File: config.mk
export PLATFORM = sky130hd
export DESIGN_NAME = binomial_tree_barrier_node_core
export DESIGN_NICKNAME = d
export VERILOG_FILES = /design/src/rtl/btb_pkg.sv /design/src/rtl/btb_step_unit.sv /design/src/rtl/binomial_tree_barrier_node_core.sv
export SDC_FILE = /design/constraint.sdc
export NUM_CORES = 1
export LEC_CHECK = 0
export ABC_AREA = 0
export CAP_MARGIN = 40
export CORE_ASPECT_RATIO = 0.75
export CORE_MARGIN = 2
export CORE_UTILIZATION = 62
export DETAILED_ROUTE_END_ITERATION = 8
export DONT_BUFFER_PORTS = 1
export GPL_ROUTABILITY_DRIVEN = 0
export PLACE_DENSITY = 0.78
export SLEW_MARGIN = 20
export SYNTH_ARGS = -nofsm -noshare
export SYNTH_HDL_FRONTEND = slang
export SYNTH_SLANG_ARGS = --single-unit
File: constraint.sdc
create_clock -name clk -period 3.5 [get_ports clk]
set_clock_uncertainty 0.1 [all_clocks]
set_input_delay 0.7 -clock clk [delete_from_list [all_inputs] [get_ports clk]]
set_output_delay 0.7 -clock clk [all_outputs]
set_load 0.01 [all_outputs]
File: src/rtl/btb_pkg.sv
// Types and constants for the binomial-tree barrier node.
// No dependencies; imported by every module of the block.
package btb_pkg;

    localparam int RANK_W = 8;
    localparam int SIZE_W = 9;
    localparam int DATA_W = 32;
    localparam int ADDR_W = 3;

    // Register indexes, selected by paddr[2].
    localparam logic REG_NODE_RANK  = 1'b0;
    localparam logic REG_GROUP_SIZE = 1'b1;

    localparam logic MODE_START = 1'b0;
    localparam logic MODE_TOKEN = 1'b1;

    localparam logic [1:0] KIND_SEND = 2'd0;
    localparam logic [1:0] KIND_DONE = 2'd1;
    localparam logic [1:0] KIND_ERR  = 2'd2;

    typedef struct packed {
        logic              mode;
        logic [RANK_W-1:0] peer;
    } item_t;

    typedef struct packed {
        logic [1:0]        kind;
        logic [RANK_W-1:0] target;
        logic              last;
    } result_t;

    typedef enum logic [1:0] {
        PH_IDLE,
        PH_GATHER,
        PH_AWAIT
    } phase_t;

    typedef enum logic [2:0] {
        S_IDLE,
        S_SCAN,
        S_DECIDE,
        S_PARENT,
        S_RELEASE,
        S_DONE,
        S_ERROR
    } seq_state_t;

    // What the shared compare unit reports for one tree bit.
    typedef struct packed {
        logic              is_child;
        logic              peer_hit;
        logic              is_hibit;
        logic [RANK_W-1:0] child_rank;
        logic [RANK_W-1:0] parent_rank;
    } step_res_t;

endpackage

File: src/rtl/btb_step_unit.sv
// Shared compare unit: evaluates one tree bit position of the node.
// Depends on btb_pkg.
module btb_step_unit #(
    parameter int VW = 9,
    parameter int IW = 3
) (
    input  logic [btb_pkg::RANK_W-1:0] node_rank,
    input  logic [VW-1:0]              size_eff,
    input  logic [btb_pkg::RANK_W-1:0] peer,
    input  logic [IW-1:0]              idx,
    input  logic                       seen,
    output btb_pkg::step_res_t         res
);
    import btb_pkg::*;

    logic [VW-1:0] bit_val;
    logic [VW-1:0] rank_w;
    logic [VW-1:0] peer_w;
    logic [VW-1:0] cand;
    logic [VW-1:0] cleared;
    logic          in_dim;
    logic          rank_bit;

    assign bit_val  = VW'(1) << idx;
    assign rank_w   = VW'(node_rank);
    assign peer_w   = VW'(peer);
    assign cand     = rank_w | bit_val;
    assign cleared  = rank_w & ~bit_val;
    // Bit positions below the tree depth are exactly those with 2^i below the size.
    assign in_dim   = bit_val < size_eff;
    assign rank_bit = |(rank_w & bit_val);

    always_comb
    begin
        res.is_child    = in_dim && !seen && !rank_bit && (cand < size_eff);
        res.peer_hit    = res.is_child && (peer_w == cand);
        res.is_hibit    = in_dim && !seen && rank_bit;
        res.child_rank  = cand[RANK_W-1:0];
        res.parent_rank = cleared[RANK_W-1:0];
    end

endmodule

File: src/rtl/binomial_tree_barrier_node_core.sv
// One node of a binomial-tree barrier. A start or a peer token is taken when item_ready is
// high; the node then walks its LOG_NODES tree bits from the top down, one bit a cycle through
// a shared compare unit, to find its children, its parent and whether the token matches, and
// decides in a separate step, S_DECIDE, before any result leaves.
// Results leave at most one a cycle. A release walks the tree bits again upwards, one a cycle
// unless a send to a child is stalled, sending to each child in ascending rank, and ends with
// the completion result. A result that waits for the receiver holds the sequencer, and so the
// input, until it is taken.
// Depends on btb_pkg and btb_step_unit.
module binomial_tree_barrier_node_core #(
    parameter int MAX_NODES = 256,
    parameter int LOG_NODES = 8
) (
    input  logic                       clk,
    input  logic                       rst_n,
    input  logic                       item_valid,
    output logic                       item_ready,
    input  btb_pkg::item_t             item,
    output logic                       result_valid,
    input  logic                       result_ready,
    output btb_pkg::result_t           result,
    input  logic                       psel,
    input  logic                       penable,
    input  logic                       pwrite,
    input  logic [btb_pkg::ADDR_W-1:0] paddr,
    input  logic [btb_pkg::DATA_W-1:0] pwdata,
    output logic [btb_pkg::DATA_W-1:0] prdata,
    output logic                       pready
);
    import btb_pkg::*;

    localparam int SZ_W  = $clog2(MAX_NODES + 1);
    localparam int VW_A  = (SZ_W > SIZE_W) ? SZ_W : SIZE_W;
    localparam int VW    = (VW_A > LOG_NODES + 1) ? VW_A : LOG_NODES + 1;
    localparam int IW    = (LOG_NODES > 1) ? $clog2(LOG_NODES) : 1;
    localparam logic [IW-1:0] LAST_IDX = IW'(LOG_NODES - 1);

    seq_state_t             state_reg, state_next;
    phase_t                 phase_reg, phase_next;
    logic [LOG_NODES-1:0]   children_reg, children_next;
    logic                   parent_arr_reg, parent_arr_next;
    logic [RANK_W-1:0]      node_rank_reg, node_rank_next;
    logic [SIZE_W-1:0]      group_size_reg, group_size_next;
    logic                   mode_reg, mode_next;
    logic [RANK_W-1:0]      peer_reg, peer_next;
    logic [IW-1:0]          idx_reg, idx_next;
    logic                   seen_reg, seen_next;
    logic [LOG_NODES-1:0]   childmask_reg, childmask_next;
    logic [LOG_NODES-1:0]   hitmask_reg, hitmask_next;
    logic [RANK_W-1:0]      parent_rank_reg, parent_rank_next;
    logic                   result_valid_reg, result_valid_next;
    result_t                result_reg, result_next;

    logic [VW-1:0]          size_eff;
    step_res_t              step;
    logic                   out_free;
    logic                   cfg_write;

    always_comb
    begin
        if (group_size_reg == '0)
            size_eff = VW'(1);
        else if (VW'(group_size_reg) > VW'(MAX_NODES))
            size_eff = VW'(MAX_NODES);
        else
            size_eff = VW'(group_size_reg);
    end

    btb_step_unit #(
        .VW (VW),
        .IW (IW)
    ) u_step (
        .node_rank (node_rank_reg),
        .size_eff  (size_eff),
        .peer      (peer_reg),
        .idx       (idx_reg),
        .seen      (seen_reg),
        .res       (step)
    );

    assign out_free     = !result_valid_reg || result_ready;
    assign item_ready   = (state_reg == S_IDLE);
    assign result_valid = result_valid_reg;
    assign result       = result_reg;
    assign pready       = 1'b1;
    assign cfg_write    = psel && penable && pwrite;

    always_comb
    begin
        if (paddr[2] == REG_GROUP_SIZE)
            prdata = DATA_W'(group_size_reg);
        else
            prdata = DATA_W'(node_rank_reg);
    end

    always_ff @(posedge clk or negedge rst_n)
    begin
        if (!rst_n)
        begin
            state_reg        <= S_IDLE;
            phase_reg        <= PH_IDLE;
            children_reg     <= '0;
            parent_arr_reg   <= 1'b0;
            node_rank_reg    <= '0;
            group_size_reg   <= SIZE_W'(1);
            mode_reg         <= MODE_START;
            peer_reg         <= '0;
            idx_reg          <= '0;
            seen_reg         <= 1'b0;
            childmask_reg    <= '0;
            hitmask_reg      <= '0;
            parent_rank_reg  <= '0;
            result_valid_reg <= 1'b0;
            result_reg       <= '0;
        end
        else
        begin
            state_reg        <= state_next;
            phase_reg        <= phase_next;
            children_reg     <= children_next;
            parent_arr_reg   <= parent_arr_next;
            node_rank_reg    <= node_rank_next;
            group_size_reg   <= group_size_next;
            mode_reg         <= mode_next;
            peer_reg         <= peer_next;
            idx_reg          <= idx_next;
            seen_reg         <= seen_next;
            childmask_reg    <= childmask_next;
            hitmask_reg      <= hitmask_next;
            parent_rank_reg  <= parent_rank_next;
            result_valid_reg <= result_valid_next;
            result_reg       <= result_next;
        end
    end

    always_comb
    begin
        logic                 root;
        logic                 parent_match;
        logic                 matched;
        logic                 send_parent;
        phase_t               ph;
        logic [LOG_NODES-1:0] ch;
        logic                 pa;

        state_next        = state_reg;
        phase_next        = phase_reg;
        children_next     = children_reg;
        parent_arr_next   = parent_arr_reg;
        node_rank_next    = node_rank_reg;
        group_size_next   = group_size_reg;
        mode_next         = mode_reg;
        peer_next         = peer_reg;
        idx_next          = idx_reg;
        seen_next         = seen_reg;
        childmask_next    = childmask_reg;
        hitmask_next      = hitmask_reg;
        parent_rank_next  = parent_rank_reg;
        result_valid_next = result_valid_reg && !result_ready;
        result_next       = result_reg;

        root         = !seen_reg;
        parent_match = !root && (peer_reg == parent_rank_reg);
        matched      = (|hitmask_reg) || parent_match;
        send_parent  = 1'b0;
        ph           = phase_reg;
        ch           = children_reg;
        pa           = parent_arr_reg;

        if (cfg_write)
        begin
            if (paddr[2] == REG_GROUP_SIZE)
                group_size_next = pwdata[SIZE_W-1:0];
            else
                node_rank_next = pwdata[RANK_W-1:0];
        end

        unique case (state_reg)
            S_IDLE:
            begin
                if (item_valid)
                begin
                    mode_next        = item.mode;
                    peer_next        = item.peer;
                    idx_next         = LAST_IDX;
                    seen_next        = 1'b0;
                    childmask_next   = '0;
                    hitmask_next     = '0;
                    parent_rank_next = '0;
                    state_next       = S_SCAN;
                end
            end
            S_SCAN:
            begin
                // Top-down walk: the first set rank bit met is the highest one.
                if (step.is_child)
                    childmask_next[idx_reg] = 1'b1;
                if (step.peer_hit)
                    hitmask_next[idx_reg] = 1'b1;
                if (step.is_hibit)
                begin
                    seen_next        = 1'b1;
                    parent_rank_next = step.parent_rank;
                end
                if (idx_reg == '0)
                    state_next = S_DECIDE;
                else
                    idx_next = idx_reg - IW'(1);
            end
            S_DECIDE:
            begin
                if (mode_reg == MODE_TOKEN && !matched)
                begin
                    state_next = S_ERROR;
                end
                else
                begin
                    if (mode_reg == MODE_START)
                    begin
                        if (ph == PH_IDLE)
                            ph = PH_GATHER;
                    end
                    else
                    begin
                        ch = ch | hitmask_reg;
                        if (hitmask_reg == '0)
                            pa = 1'b1;
                    end
                    if (ph == PH_GATHER && (ch & childmask_reg) == childmask_reg)
                    begin
                        ph = PH_AWAIT;
                        if (root)
                            pa = 1'b1;
                        else
                            send_parent = 1'b1;
                    end
                    phase_next      = ph;
                    children_next   = ch;
                    parent_arr_next = pa;
                    idx_next        = '0;
                    if (send_parent)
                        state_next = S_PARENT;
                    else if (ph == PH_AWAIT && pa)
                        state_next = S_RELEASE;
                    else
                        state_next = S_IDLE;
                end
            end
            S_PARENT:
            begin
                if (out_free)
                begin
                    result_valid_next  = 1'b1;
                    result_next.kind   = KIND_SEND;
                    result_next.target = parent_rank_reg;
                    result_next.last   = !parent_arr_reg;
                    state_next         = parent_arr_reg ? S_RELEASE : S_IDLE;
                end
            end
            S_RELEASE:
            begin
                if (!childmask_reg[idx_reg] || out_free)
                begin
                    if (childmask_reg[idx_reg])
                    begin
                        result_valid_next  = 1'b1;
                        result_next.kind   = KIND_SEND;
                        result_next.target = step.child_rank;
                        result_next.last   = 1'b0;
                    end
                    if (idx_reg == LAST_IDX)
                        state_next = S_DONE;
                    else
                        idx_next = idx_reg + IW'(1);
                end
            end
            S_DONE:
            begin
                if (out_free)
                begin
                    result_valid_next  = 1'b1;
                    result_next.kind   = KIND_DONE;
                    result_next.target = '0;
                    result_next.last   = 1'b1;
                    phase_next         = PH_IDLE;
                    children_next      = '0;
                    parent_arr_next    = 1'b0;
                    state_next         = S_IDLE;
                end
            end
            S_ERROR:
            begin
                if (out_free)
                begin
                    result_valid_next  = 1'b1;
                    result_next.kind   = KIND_ERR;
                    result_next.target = peer_reg;
                    result_next.last   = 1'b1;
                    state_next         = S_IDLE;
                end
            end
            default:
            begin
                state_next = S_IDLE;
            end
        endcase
    end

endmodule

[Word level (Yosys, flattened, before mapping)]
Cells that the tools add are included.
Word-level totals
  register bits: 80
  input port bits: 51
  output and inout port bits: 46
  word-level logic and storage cells: 180
Cells by class
  $add $sub $neg: 2
  $lt $le $gt $ge: 5
  equality and inequality tests: 27
  shift-type cells: 1
  mux-type cells: 73
  bitwise logic cells: 9
  reduce and logical (&&, ||, !) cells: 46
Operator list (count)
  $mux W8: 9
  $pmux W8 S2: 4
  $mux W11: 5
  $mux W3: 15
  $pmux W11 S4: 1
  $ne A2 B2 Y1 const B: 14
  $mux W9: 3
  $or A8 B8 Y8: 3
  $mux W1: 19
  $lt A9 B9 Y1: 2
  $mux W2: 9
  $pmux W3 S6: 1
  $reduce_and A6 Y1: 3
  $and A8 B8 Y8: 2
  $eq A8 B8 Y1: 2
  $logic_and A1 B1 Y1: 13
  $eq A3 B3 Y1 const B: 4
  $pmux W3 S4: 1
  $reduce_and A3 Y1: 4
  $and A8 B9 Y9: 1
  $eq A8 B9 Y1: 1
  $gt A9 B9 Y1 const B: 1
  $logic_not A9 Y1: 1
  $or A8 B9 Y9: 1
  other kinds (28): 44

[Logic depth before layout (Yosys ltp)]
  depth in word-level cells: 19
  gate-level depth with buffers: 15
  gate-level depth less buffers: 11

[Hierarchy]
From an unflattened synthesis, not the netlist that was laid out.
Unflattened totals
  cells, all modules: 546
  area, all modules: 5127.4 um2
By module, submodules not included
  binomial_tree_barrier_node_core: instances 1, cells each 440, area an instance 4336.7 um2, sequential area each 2003.2 um2
  btb_step_unit: instances 1, cells each 106, area an instance 790.8 um2, sequential area each 0.0 um2

[Least setup slack after synthesis]
No wires, ideal clock.
  kind: flip-flop to flip-flop
  start: register idx_reg[1]
  end: register hitmask_reg[1]
  library setup time: 96 ps
  arrival time: 2887 ps
  required time: 3304 ps
  path slack: 418 ps
  stages on the path, launching flop included: 15
  buffers on the path: 4
  clock period less this slack: 3082 ps
  path through: dfrtp_1 buf_2 clkbuf_1 nor3b_1 nor2_1 inv_1 ha_1 a21oi_1 nor2_1 a211oi_1 o221ai_1 or3_1 buf_2 buf_6 o31ai_1
Between the ends
  longest elaborated chain between the ends: 9
  elaborated cells between the ends (all ways): 22
  those cells by class: 4 x order compare; 2 x eq/ne; 1 x shift; 4 x mux; 3 x bitwise; 8 x reduce/logical
Ends and longest elaborated chain
  from (decl): line binomial_tree_barrier_node_core.sv:46  | logic [IW-1:0] idx_reg, idx_next;
  from (signal assigned): line binomial_tree_barrier_node_core.sv:126  | idx_reg <= idx_next;
  parallel branches: the longest is 9 deep, another holds $lt A9 B9 Y1
  to (signal assigned): line binomial_tree_barrier_node_core.sv:129  | hitmask_reg <= hitmask_next;
  to (decl): line binomial_tree_barrier_node_core.sv:49  | logic [LOG_NODES-1:0] hitmask_reg, hitmask_next;
Several ways; the timed one is not identified. The select of a mux whose other input is x is not followed.
A chain may end at the register's enable or synchronous reset.

[Worst setup path after layout]
  start: register idx_reg[1]
  end: register hitmask_reg[0]
The elaborated chain is that of the path after synthesis.

==> flow_summary.yaml <==
clock_network:
  htreeDepth: 3
  clockBufferDepth: 2
  clkSlewWorstSetupHoldPaths_ns: 0.08
  post-cts-setup-buffers: 0
  cts_buffers: 9
  cts_tree: "done"
  root_buffer: "clkbuf_8"
  insertion_delay_ns: 0.37
  cts_resized: 0
  clock-sinks: 80
drt:
  drc_errors: 0
  ant_nets: 0
  drt_iter0_markers: 445
  wl_per_cell_um: 18.2
  dr_total_vias: 3852
  drt_first_pass_iters: 5
  viasPerCell: 6.11
  wl_mm: 11.4
power_and_ir_drop:
  power.density_nw_per_um2: 825
  power_frac_seq_pct: 37.7
  power_frac_clock_pct: 16.0
  p_leak_nw: 2.40
  switching_power_mw: 1.83
  p_comb_share_pct: 46.3
  p_int_mw: 2.40
  switching_share_pct: 43.3
  ir_worst_vdd_mv: 0.393
worst_setup_path:
  start_kind: "flip-flop"
  timing.critical_path.buf_inv: 1
  cp_max_fo: 15
  crit_required_ns: 3.66
  path_delay_family: "simple AND/OR/NAND/NOR gates"
  path_cells: "nor3b_1 > nor2_1 > inv_1 > ha_1 > a21oi_1 > nor2_1 > a211oi_1 > o221ai_1 > or3_1 > o41ai_1"
  worstSetupEndpointType: "flip-flop"
  r2r_start: "idx_reg[1]"
  cp-startpoint: "idx_reg[1]"
  max_stage_delay_ns: 0.60
  rrSetupSlack_ns: 0.28
  cpMaxStageDelayCell: "or3_1"
  crit_type: "flip-flop to flip-flop"
  cp_num_cells: 10
  r2r_cells: 10
  cp.arrival_ns: 3.38
  critPathMostFrequentCell: "nor2_1"
yosys:
  synth.largest_area_cell: "dfrtp_1"
  syn_area_per_cell_sq_um: 9.30
  synth-edff-count: 0
  yosys_warnings: 0
  ys.flop_type: "dfrtp_1"
  synth.distinct_cells: 64
  synth_area_sq_um: 4880
  synth_seq_cells: 80
  synthTopCellsByCount: "nand2_1 (100), dfrtp_1 (79), mux2_2 (38), nor2_1 (28)"
  synthArstFlopShare_pct: 100
  synth.most_common_cell: "nand2_1"
  syn_inst: 525
  synth_top_area_share_pct: 40.5
  seq_area_frac_synth_pct: 41.0
  synth.top_cells.by_area: "dfrtp_1 (40%), mux2_2 (8.8%), nand2_1 (7.7%)"
global_route:
  grt_first_pass_wirelength_mm: 18.6
  grt_max_degree: 80
  antenna_found_initial: 0
  overflow: 0
  grtUsageTotal_pct: 28.4
  grt_pass1_vias: 3643
sta:
  fin_ws_ns: 0.280
  fin_tns_setup_ns: 0
  fin_hold_ws_ns: 0.0674
  tightest_slew_ns: 0.856
  finalMaxSlewViolations: 0
  rsz0062_at_grt: "no"
  finalCritPeriodShare_pct: 92.0
  relSlewSlack_pct: 42.9
  fmaxAchievable_mhz: 311
  min_period_ns: 3.22
  setup_viol: 0
  hold_viol: 0
floorplanning:
  core_area_sq_um: 7500
  initial_core_util_pct: 65.1
  row_count: 27
  ioPinCount: 97
  die_area_sq_um: 8610
  die_w_um: 106
  die_h_um: 80.9
placement:
  dpl_worst_slack_ns: 0.327
  io_buffers: 0
  placed_cells: 613
  dp_hpwl_mm: 8.16
layout:
  final_net_count: 590
  fin_util_pct: 68.3
  syn_to_final_growth_pct: 4.92
  drive_gt1_share_pct: 13.8
  layout.cells.non_filler: 630
  insertedDiodeCount: 0
  largest_register_ff_count: 11
worst_hold_path:
  hold_class: "primary input to asynchronous set/reset pin"
run_status:
  outcome: "complete, no violations"
run:
  cap_viol_max_count: 0
per-stage QoR:
stage / power, mW / instance area [sq um]
floorplan: 3.01 / 4970
global route: 4.55 / 5120
detailed placement: 3.49 / 4910
CTS: 4.22 / 5120
global placement: 3.41 / 4910
finish: 4.23 / 5120
cells by family after synthesis:
group           after synthesis  share of synthesized area (%)
simple gates                197                           19.2
fa+ha+maj                    15                           4.00
buf+inv                      65                           7.20
mux                          55                           12.5
flops                        80                           41.0
compound gates               95                           13.1
other cells                   2                          0.154
xor+xnor                     16                           2.87
per-layer routing:
metal  track usage (%)  routed length [um]  share of wire (%)
met1              40.8                5380                 47
met2              42.2                4970                 43
met3              8.43                 965                8.4
met4              7.66                 129                1.1
met5                 0                   0                  0
worst reg2reg max path: cells and delay by family (launching register included):
| kind | cells | cell delay [ns] |
|---|---|---|
| DFF | 1 | 0.52 |
| buffers and inverters | 1 | 0.09 |
| adders and majority gates | 1 | 0.32 |
| AOI/OAI and AO/OA | 4 | 0.92 |
| and+or+nand+nor | 4 | 1.16 |
what timing repair did:
| action | in CTS | in global routing |
|---|---|---|
| endpoints found under the hold margin | 79 | 0 |
| setup endpoints to repair | 0 | 0 |
| hold buffers | 1 | 0 |
layout by cell type (no fill, tap or decap), drive strengths merged, types with 12 or more instances in the layout:
master,Yosys,routed
a21oi,25,25
buf,34,15
clkbuf,15,12
conb,2,24
dfrtp,79,79
ha,14,14
inv,15,15
mux2,38,38
mux2i,16,16
nand2,100,100
nand2b,14,14
nor2,28,28
o21ai,20,20
power by group through the flow:
stage / clock (mW) / combinational (mW) / sequential (mW)
after floorplan: 0 / 1.59 / 1.43
after global placement: 0 / 1.82 / 1.58
after detailed placement: 0 / 1.89 / 1.60
after CTS: 0.700 / 1.93 / 1.58
after global routing: 0.732 / 2.17 / 1.64
final: 0.678 / 1.96 / 1.59
cell type report:
type,count,area (sq um)
repair buffers,15,133
inverters,16,60.1
flip-flops and latches,80,2000
clock buffers,12,145
fillers,608,2380
multi-input cells,402,2610
well taps,101,126
clock inverters,4,45.0
worst paths after layout:
kind | endpoint
worst max register to register | hitmask_reg[0]
worst max-delay path | hitmask_reg[0]
min in group clk | peer_reg[3]
worst min register to register | children_reg[0]
worst min-delay path | group_size_reg[0]
max in group asynchronous | children_reg[0]
No activity file was read; power rests on OpenSTA's default activity.
